**config.mk**
```make
export PLATFORM = sky130hd
export DESIGN_NAME = ordered_list_engine_top
export DESIGN_NICKNAME = d
export VERILOG_FILES = /design/src/rtl/olist_pkg.sv /design/src/rtl/olist_datapath.sv /design/src/rtl/olist_ctrl.sv /design/src/rtl/ordered_list_engine_top.sv
export SDC_FILE = /design/constraint.sdc
export NUM_CORES = 2
export LEC_CHECK = 0
export ABC_CLOCK_PERIOD_IN_PS = 8150
export BUFFER_PORTS_ARGS = -buffer_cell sky130_fd_sc_hd__buf_4
export CORE_ASPECT_RATIO = 0.5
export CORE_MARGIN = 2
export CORE_UTILIZATION = 40
export DETAILED_ROUTE_END_ITERATION = 7
export GPL_ROUTABILITY_DRIVEN = 0
export HOLD_SLACK_MARGIN = 0.03
export PLACE_DENSITY = 0.66
export SKIP_LAST_GASP = 1
export SLEW_MARGIN = 40
export SYNTH_ARGS = -nofsm -noshare
export SYNTH_HDL_FRONTEND = slang
export SYNTH_SLANG_ARGS = --single-unit
```
**constraint.sdc**
```tcl
create_clock -name i_clk -period 8.15 [get_ports i_clk]
set_input_delay 1.63 -clock i_clk [delete_from_list [all_inputs] [get_ports i_clk]]
set_output_delay 1.63 -clock i_clk [all_outputs]
set_load 0.05 [all_outputs]
```
**src/rtl/olist_pkg.sv**
```systemverilog
// ----------------------------------------------------------------------------
// olist_pkg
// Shared types and constants for the ordered list engine.
// ----------------------------------------------------------------------------
package olist_pkg;

    typedef enum logic [2:0] {
        CMD_ADD_HEAD = 3'd0,
        CMD_ADD_TAIL = 3'd1,
        CMD_INSERT   = 3'd2,
        CMD_DEL_HEAD = 3'd3,
        CMD_DEL_TAIL = 3'd4,
        CMD_SEARCH   = 3'd5
    } t_cmd;

    typedef enum logic [2:0] {
        ST_OK       = 3'd0,
        ST_FULL     = 3'd1,
        ST_EMPTY    = 3'd2,
        ST_BADPOS   = 3'd3,
        ST_NOTFOUND = 3'd4
    } t_status;

    localparam int unsigned OUT_IDX_W = 7;
    localparam logic [OUT_IDX_W-1:0] FOUND_NONE = '1;

    // controller -> datapath
    typedef struct packed {
        logic    load_item;
        logic    idx_tail;
        logic    idx_zero;
        logic    idx_dec;
        logic    idx_inc;
        logic    rd_prev;
        logic    rd_next;
        logic    rd_cur;
        logic    wr_shift;
        logic    wr_value;
        logic    cnt_inc;
        logic    cnt_dec;
        logic    set_found;
        logic    out_load;
        t_status status;
    } t_dp_ctrl;

    // datapath -> controller
    typedef struct packed {
        logic full;
        logic empty;
        logic bad_pos;
        logic idx_gt_at;
        logic idx_next_lt_cnt;
        logic idx_lt_cnt;
        logic match;
        logic out_busy;
        t_cmd cmd;
    } t_dp_stat;

endpackage

```
**src/rtl/olist_datapath.sv**
```systemverilog
// ----------------------------------------------------------------------------
// olist_datapath
// Entry memory, entry count, walk index, item and result registers.
// ----------------------------------------------------------------------------
module olist_datapath
    import olist_pkg::*;
#(
    parameter int unsigned CAPACITY = 64
) (
    input  logic                        i_clk,
    input  logic                        i_rst_n,
    input  t_dp_ctrl                    i_ctrl,
    output t_dp_stat                    o_stat,
    input  logic [2:0]                  i_command,
    input  logic signed [31:0]          i_value,
    input  logic [6:0]                  i_position,
    input  logic                        i_out_ready,
    output logic                        o_out_valid,
    output logic [2:0]                  o_status,
    output logic signed [OUT_IDX_W-1:0] o_found_index,
    output logic [OUT_IDX_W-1:0]        o_entry_count
);

    localparam int unsigned AW   = (CAPACITY > 1) ? $clog2(CAPACITY) : 1;
    localparam int unsigned IW   = $clog2(CAPACITY + 1);
    localparam int unsigned CMPW = (IW > OUT_IDX_W) ? IW : OUT_IDX_W;

    logic [31:0]          r_mem [CAPACITY];
    logic [31:0]          r_rdata;
    logic [IW-1:0]        r_count;
    logic [IW-1:0]        r_idx;
    t_cmd                 r_cmd;
    logic [31:0]          r_value;
    logic [6:0]           r_pos;
    logic [OUT_IDX_W-1:0] r_found;
    logic                 r_out_valid;
    logic [2:0]           r_out_status;
    logic [OUT_IDX_W-1:0] r_out_found;
    logic [OUT_IDX_W-1:0] r_out_count;

    logic [AW-1:0]        at;
    logic [IW:0]          idx_next;
    logic [IW-1:0]        idx_prev;
    logic [AW-1:0]        rd_addr;
    logic                 rd_en;
    logic [AW-1:0]        wr_addr;
    logic [31:0]          wr_data;
    logic                 wr_en;
    logic [CMPW-1:0]      idx_ext;
    logic [CMPW-1:0]      cnt_ext;

    // landing slot of a push or insert; only used once full/bad-position are ruled out
    always_comb begin
        priority if (r_cmd == CMD_ADD_HEAD) begin
            at = '0;
        end else if (r_cmd == CMD_ADD_TAIL) begin
            at = r_count[AW-1:0];
        end else begin
            at = AW'(r_pos);
        end
    end

    assign idx_next = {1'b0, r_idx} + (IW+1)'(1);
    assign idx_prev = r_idx - IW'(1);
    assign idx_ext  = CMPW'(r_idx);
    assign cnt_ext  = CMPW'(r_count);

    always_comb begin
        o_stat.full            = (r_count >= IW'(CAPACITY));
        o_stat.empty           = (r_count == '0);
        o_stat.bad_pos         = (CMPW'(r_pos) > cnt_ext);
        o_stat.idx_gt_at       = (r_idx > IW'(at));
        o_stat.idx_next_lt_cnt = (idx_next < {1'b0, r_count});
        o_stat.idx_lt_cnt      = (r_idx < r_count);
        o_stat.match           = (r_rdata == r_value);
        o_stat.out_busy        = r_out_valid && !i_out_ready;
        o_stat.cmd             = r_cmd;
    end

    always_comb begin
        rd_en   = i_ctrl.rd_prev || i_ctrl.rd_next || i_ctrl.rd_cur;
        priority if (i_ctrl.rd_prev) begin
            rd_addr = idx_prev[AW-1:0];
        end else if (i_ctrl.rd_next) begin
            rd_addr = idx_next[AW-1:0];
        end else begin
            rd_addr = r_idx[AW-1:0];
        end
        wr_en   = i_ctrl.wr_shift || i_ctrl.wr_value;
        wr_addr = i_ctrl.wr_shift ? r_idx[AW-1:0] : at;
        wr_data = i_ctrl.wr_shift ? r_rdata : r_value;
    end

    always_ff @(posedge i_clk) begin
        if (wr_en) begin
            r_mem[wr_addr] <= wr_data;
        end
        if (rd_en) begin
            r_rdata <= r_mem[rd_addr];
        end
    end

    always_ff @(posedge i_clk) begin
        if (i_ctrl.load_item) begin
            r_cmd   <= t_cmd'(i_command);
            r_value <= i_value;
            r_pos   <= i_position;
            r_found <= FOUND_NONE;
        end else if (i_ctrl.set_found) begin
            r_found <= idx_ext[OUT_IDX_W-1:0];
        end
        priority if (i_ctrl.idx_tail) begin
            r_idx <= r_count;
        end else if (i_ctrl.idx_zero) begin
            r_idx <= '0;
        end else if (i_ctrl.idx_dec) begin
            r_idx <= idx_prev;
        end else if (i_ctrl.idx_inc) begin
            r_idx <= idx_next[IW-1:0];
        end
        if (i_ctrl.out_load) begin
            r_out_status <= i_ctrl.status;
            r_out_found  <= r_found;
            r_out_count  <= cnt_ext[OUT_IDX_W-1:0];
        end
    end

    always_ff @(posedge i_clk) begin
        if (!i_rst_n) begin
            r_count     <= '0;
            r_out_valid <= 1'b0;
        end else begin
            if (i_ctrl.cnt_inc) begin
                r_count <= r_count + IW'(1);
            end else if (i_ctrl.cnt_dec) begin
                r_count <= r_count - IW'(1);
            end
            if (i_ctrl.out_load) begin
                r_out_valid <= 1'b1;
            end else if (i_out_ready) begin
                r_out_valid <= 1'b0;
            end
        end
    end

    assign o_out_valid   = r_out_valid;
    assign o_status      = r_out_status;
    assign o_found_index = r_out_found;
    assign o_entry_count = r_out_count;

`ifndef SYNTHESIS
    a_count_bound: assert property (@(posedge i_clk) disable iff (!i_rst_n)
        r_count <= IW'(CAPACITY))
        else $error("entry count above capacity");
    a_inc_not_full: assert property (@(posedge i_clk) disable iff (!i_rst_n)
        i_ctrl.cnt_inc |-> !o_stat.full)
        else $error("count increment on full list");
    a_dec_not_empty: assert property (@(posedge i_clk) disable iff (!i_rst_n)
        i_ctrl.cnt_dec |-> !o_stat.empty)
        else $error("count decrement on empty list");
    a_no_overwrite: assert property (@(posedge i_clk) disable iff (!i_rst_n)
        i_ctrl.out_load |-> !o_stat.out_busy)
        else $error("result loaded over a pending transaction");
`endif

endmodule

```
**src/rtl/olist_ctrl.sv**
```systemverilog
// ----------------------------------------------------------------------------
// olist_ctrl
// Command sequencer: decodes each transaction and steps the datapath through
// shift, close and search walks one entry at a time.
// ----------------------------------------------------------------------------
module olist_ctrl
    import olist_pkg::*;
(
    input  logic     i_clk,
    input  logic     i_rst_n,
    input  logic     i_in_valid,
    output logic     o_in_ready,
    input  t_dp_stat i_stat,
    output t_dp_ctrl o_ctrl
);

    typedef enum logic [3:0] {
        S_IDLE,
        S_DISPATCH,
        S_OPEN_RD,
        S_OPEN_WR,
        S_CLOSE_RD,
        S_CLOSE_WR,
        S_SRCH_RD,
        S_SRCH_CMP,
        S_FINISH
    } t_state;

    t_state  r_state, n_state;
    t_status r_status, n_status;

    assign o_in_ready = (r_state == S_IDLE);

    always_comb begin
        o_ctrl        = '0;
        o_ctrl.status = r_status;
        n_state       = r_state;
        n_status      = r_status;
        unique case (r_state)
            S_IDLE: begin
                if (i_in_valid) begin
                    o_ctrl.load_item = 1'b1;
                    n_state          = S_DISPATCH;
                end
            end
            S_DISPATCH: begin
                n_status = ST_OK;
                n_state  = S_FINISH;
                unique case (i_stat.cmd)
                    CMD_ADD_HEAD, CMD_ADD_TAIL, CMD_INSERT: begin
                        if (i_stat.full) begin
                            n_status = ST_FULL;
                        end else if (i_stat.cmd == CMD_INSERT && i_stat.bad_pos) begin
                            n_status = ST_BADPOS;
                        end else begin
                            o_ctrl.idx_tail = 1'b1;
                            n_state         = S_OPEN_RD;
                        end
                    end
                    CMD_DEL_HEAD: begin
                        if (i_stat.empty) begin
                            n_status = ST_EMPTY;
                        end else begin
                            o_ctrl.idx_zero = 1'b1;
                            n_state         = S_CLOSE_RD;
                        end
                    end
                    CMD_DEL_TAIL: begin
                        if (i_stat.empty) begin
                            n_status = ST_EMPTY;
                        end else begin
                            o_ctrl.cnt_dec = 1'b1;
                        end
                    end
                    CMD_SEARCH: begin
                        o_ctrl.idx_zero = 1'b1;
                        n_state         = S_SRCH_RD;
                    end
                    default: begin
                    end
                endcase
            end
            // open a gap from the tail down to the landing slot
            S_OPEN_RD: begin
                if (i_stat.idx_gt_at) begin
                    o_ctrl.rd_prev = 1'b1;
                    n_state        = S_OPEN_WR;
                end else begin
                    o_ctrl.wr_value = 1'b1;
                    o_ctrl.cnt_inc  = 1'b1;
                    n_state         = S_FINISH;
                end
            end
            S_OPEN_WR: begin
                o_ctrl.wr_shift = 1'b1;
                o_ctrl.idx_dec  = 1'b1;
                n_state         = S_OPEN_RD;
            end
            // pull every entry behind the head one slot toward the front
            S_CLOSE_RD: begin
                if (i_stat.idx_next_lt_cnt) begin
                    o_ctrl.rd_next = 1'b1;
                    n_state        = S_CLOSE_WR;
                end else begin
                    o_ctrl.cnt_dec = 1'b1;
                    n_state        = S_FINISH;
                end
            end
            S_CLOSE_WR: begin
                o_ctrl.wr_shift = 1'b1;
                o_ctrl.idx_inc  = 1'b1;
                n_state         = S_CLOSE_RD;
            end
            S_SRCH_RD: begin
                if (i_stat.idx_lt_cnt) begin
                    o_ctrl.rd_cur = 1'b1;
                    n_state       = S_SRCH_CMP;
                end else begin
                    n_status = ST_NOTFOUND;
                    n_state  = S_FINISH;
                end
            end
            S_SRCH_CMP: begin
                if (i_stat.match) begin
                    o_ctrl.set_found = 1'b1;
                    n_state          = S_FINISH;
                end else begin
                    o_ctrl.idx_inc = 1'b1;
                    n_state        = S_SRCH_RD;
                end
            end
            S_FINISH: begin
                if (!i_stat.out_busy) begin
                    o_ctrl.out_load = 1'b1;
                    n_state         = S_IDLE;
                end
            end
            default: begin
                n_state = S_IDLE;
            end
        endcase
    end

    always_ff @(posedge i_clk) begin
        if (!i_rst_n) begin
            r_state  <= S_IDLE;
            r_status <= ST_OK;
        end else begin
            r_state  <= n_state;
            r_status <= n_status;
        end
    end

`ifndef SYNTHESIS
    a_accept_dispatch: assert property (@(posedge i_clk) disable iff (!i_rst_n)
        (i_in_valid && o_in_ready) |=> (r_state == S_DISPATCH))
        else $error("accepted transaction not dispatched");
    a_single_write: assert property (@(posedge i_clk) disable iff (!i_rst_n)
        !(o_ctrl.wr_shift && o_ctrl.wr_value))
        else $error("two memory writes in one cycle");
    a_load_then_idle: assert property (@(posedge i_clk) disable iff (!i_rst_n)
        o_ctrl.out_load |=> o_in_ready)
        else $error("not ready after result load");
`endif

endmodule

```
**src/rtl/ordered_list_engine_top.sv**
```systemverilog
// ----------------------------------------------------------------------------
// ordered_list_engine_top
// Bounded ordered list of signed 32-bit values with push, insert, pop and
// search commands.
//
// Input channel (i_in_valid / o_in_ready) carries command, value, position.
// Output channel (o_out_valid / i_out_ready) returns status, found index and
// entry count, one result per transaction, in order.
// One transaction at a time. Push and insert shift the entries at or behind the
// landing slot, pop front shifts count - 1 entries and search compares entries
// in order until a hit or the end of the list; pop back, error and unused
// commands walk nothing. The next transaction can be taken in the same cycle
// that the result becomes valid. Shift walks read and write each entry once,
// a search reads each entry once; read data is registered.
// Reset empties the list (count to zero, no memory clear) and drops any
// pending result. A result waits in the output register while the receiver
// stalls; the next transaction may be accepted and worked meanwhile, but its
// result is held back until the previous one is taken.
// ----------------------------------------------------------------------------
module ordered_list_engine_top
    import olist_pkg::*;
#(
    parameter int unsigned CAPACITY = 64
) (
    input  logic                        i_clk,
    input  logic                        i_rst_n,
    input  logic                        i_in_valid,
    output logic                        o_in_ready,
    input  logic [2:0]                  i_command,
    input  logic signed [31:0]          i_value,
    input  logic [6:0]                  i_position,
    output logic                        o_out_valid,
    input  logic                        i_out_ready,
    output logic [2:0]                  o_status,
    output logic signed [OUT_IDX_W-1:0] o_found_index,
    output logic [OUT_IDX_W-1:0]        o_entry_count
);

    t_dp_ctrl ctrl;
    t_dp_stat stat;

    olist_ctrl u_ctrl (
        .i_clk      (i_clk),
        .i_rst_n    (i_rst_n),
        .i_in_valid (i_in_valid),
        .o_in_ready (o_in_ready),
        .i_stat     (stat),
        .o_ctrl     (ctrl)
    );

    olist_datapath #(
        .CAPACITY (CAPACITY)
    ) u_datapath (
        .i_clk         (i_clk),
        .i_rst_n       (i_rst_n),
        .i_ctrl        (ctrl),
        .o_stat        (stat),
        .i_command     (i_command),
        .i_value       (i_value),
        .i_position    (i_position),
        .i_out_ready   (i_out_ready),
        .o_out_valid   (o_out_valid),
        .o_status      (o_status),
        .o_found_index (o_found_index),
        .o_entry_count (o_entry_count)
    );

endmodule

```
==> impl_results.md <==
* Clock Latency Late Sink at 0.85 ns
* Filler cells at 16,926
* Commonest non-fill, non-tap cells in the layout: 2,146 x edfxtp_1, 447 x mux4_2, 255 x nand2_1, 210 x o22ai_1, 200 x clkbuf_16
* Ys Warns at 0
* Slowest cell delay on critical path at 0.69 ns
* H-tree Lvls at 4
* Cts hold-fix bufs at 0
* Clock Path Buffers at 3
* Post-Syn Area at 83,400 µm²
* Net Count, Synth at 4,119
* Post-route ant nets at 0
* CTS tree: done
* First-pass GRT wire length at 329 mm
* Setup repair bufs after CTS at 0
* Unrepaired setup endpoints after global routing: false
* Fin. Hold Viols at 0
* Maxcap violations at 0
* Number of synthesized flops with an enable pin at 2,146
* Cell taking the most area after synthesis: edfxtp_1
* Ranking of synthesized cells by area: edfxtp_1 77%, mux4_2 12%, o22ai_1 1.6%
* Crit path time final at 6.35 ns
* Synth Flop Type: edfxtp_1
* Clock Sink Count at 2,168
* DRC Markers at 5
* Layout cell share with drive strength beyond 1 at 0.248
* Multi-input gate area at 18,300 µm²
* I/O pins at 65
* CTS Root Buffer Type: clkbuf_16
* CP max-delay cell: o22ai_1
* Crit-path max FO at 58
* Total negative setup slack at 0 ns
* Routed WL at 238 mm
* Post-layout nets at 4,339
* Hpwl dp at 143 mm
* Via count at 44,200
* Post-route worst setup slack at 1.80 ns
* Crit path launch type: register
* Vias in the first global route at 41,948
* Die area at 212,000 µm²
* Worst hold path class: register to register
* Clock transition at path regs at 0.07 ns
* Pins Over Slew Limit at 0
* Critical path capture point type: register
* Synthesized instance count at 4,040
* DRT Pass-1 Iters at 8
* Tcrit/Tclk final at 0.780
* GRT overflow at 0
* Asr flop ratio synth at 0
* Power density over cell area at 341 nW/µm²
* Syn avg cell area at 20.6 µm²
* Pre-CTS WS at 1.87 ns
* Total CTS buffers at 194
* Share of the yosys chip area belonging to registers at 0.778
* Initial antenna violation count at 29
* Most common cell after layout, fill and taps aside: edfxtp_1
* Clock skew at 0.0283 ns
* Largest net degree at the start of global routing at 122
* Starting density of the core at 0.403
* Top delay family on crit path: compound AO/OA/AOI/OAI gates
* Violated checks: design-rule violations
* Status: finished with violations
* Core Region at 207,000 µm²
* Std cell rows at 118
* Setup CP Type: register to register
* CTS-repair resized insts at 0
* CP arrival at 6.95 ns
* Max IR drop VDD at 0.000255 V
* Data required, critical path at 8.75 ns
* Die Span X at 650 µm
* Die Y-Extent at 327 µm
* Register area at 64,900 µm²
* Area growth, synth to finish at 14.2%
* I/O Buffers at 64
* Distinct cells, synth at 68
* Count of final setup violators at 0
* Post-DR wirelength/cell at 33.0 µm
* Tightest Pin Transition at 1.03 ns
* Starting DRT DRC Count at 7,725
* Total GRT Usage at 0.220
* Static leakage at 29.3 nW
* CP Cell Sequence: ha_1 > and3_1 > nand3_1 > xnor2_1 > ha_1 > nand3_1 > o311ai_4 > o21ai_4 > xnor2_4 > buf_12 > buf_12 > mux4_2 > o22ai_1 > nor3_1 > and4b_1
* Register bit total from synthesis at 2,168
* Synth top area share at 0.773
* CP bufs+invs at 2
* Relative slew slack at 0.311
* Post-DR vias/cell at 6.15
* Fmax at 0.157 GHz
## cells in the mapped netlist, types with 8 or more instances
cell type	number
nor2b_1	8
nand2_1	294
xnor2_1	48
nor2_1	161
a21o_1	12
inv_1	19
a21oi_1	56
a32oi_1	55
nor3_1	50
o21ai_0	15
nand4_1	10
buf_2	91
o22ai_1	213
nor4_1	10
nand2b_1	10
dfxtp_1	22
edfxtp_1	2146
mux2i_1	70
ha_1	32
clkbuf_1	62
nand3_1	49
o32ai_1	10
buf_4	26
buf_6	9
mux4_2	447
and4b_1	27
## stage by stage
step | util | power, mW | instances | hold WS [ns] | instance area, µm²
detailed placement | 0.428 | 23.2 | 6819 | 0.425 | 88500
global placement | 0.426 | 22.9 | 6806 | 0.430 | 88100
CTS | 0.459 | 32.3 | 7176 | 0.440 | 94900
finish | 0.460 | 32.5 | 7190 | 0.439 | 95200
floorplan | - | 19.6 | 4040 | 0.408 | 83400
global route | 0.460 | 33.3 | 7181 | 0.453 | 95200
## registers in the layout, indices dropped and copies added (netlist names), 7 cells and up
name,count
u_datapath.r_found,7
u_datapath.o_entry_count,7
u_datapath.r_mem,2048
u_datapath.idx_ext,7
u_datapath.o_found_index,7
u_datapath.r_rdata,32
u_datapath.r_value,32
u_datapath.r_pos,7
u_datapath.cnt_ext,7
## power by group
group | internal (mW) | switching [mW]
Sequential | 13.5 | 0.222
Clock | 5.23 | 4.05
Combinational | 3.30 | 6.12
Total | 22.1 | 10.4
## per-layer routing
| layer | share of wire | global-route usage | routed length, µm |
|---|---|---|---|
| met3 | 0.14 | 0.0677 | 34100 |
| met1 | 0.38 | 0.319 | 91300 |
| met4 | 0.041 | 0.0842 | 9770 |
| met5 | 0.00059 | 0 | 141 |
| met2 | 0.43 | 0.313 | 102000 |
## worst reg2reg max path: cells and delay by family (launching register included)
| kind | cells | cell delay (ns) |
|---|---|---|
| AOI/OAI and AO/OA | 3 | 1.34 |
| and+or+nand+nor | 5 | 1.06 |
| xor gates and xnor gates | 2 | 0.86 |
| buffers and inverters | 2 | 0.86 |
| muxes | 1 | 0.69 |
| DFF | 1 | 0.67 |
| adders and majority gates | 2 | 0.64 |
## layout make-up
class | instances | area share
well taps | 2760 | 0.0363
clock buffers | 245 | 0.0544
inverters | 19 | 0.000749
multi-input cells | 1659 | 0.193
clock inverters | 112 | 0.0127
diodes | 9 | 0.000237
repair buffers | 218 | 0.0212
flip-flops and latches | 2168 | 0.682
## logic make-up after synthesis
| family | Yosys count | synth area share |
|---|---|---|
| mux | 519 | 0.129 |
| buf+inv | 213 | 0.0129 |
| fa+ha+maj | 33 | 0.00504 |
| xor+xnor | 54 | 0.00599 |
| flops | 2168 | 0.778 |
| simple gates | 651 | 0.0356 |
| compound gates | 402 | 0.0326 |
## final timing paths
path,startpoint,endpoint,slack (ns),depth (start not counted)
setup / recovery,u_datapath.idx_ext[0],u_datapath.r_rdata[17],1.80,15
hold reg to reg,u_ctrl.r_status[0],u_datapath.o_status[0],0.44,0
hold / removal,u_ctrl.r_status[0],u_datapath.o_status[0],0.44,0
setup reg to reg,u_datapath.idx_ext[0],u_datapath.r_rdata[17],1.80,15
Power figures use the tool's default switching activity.
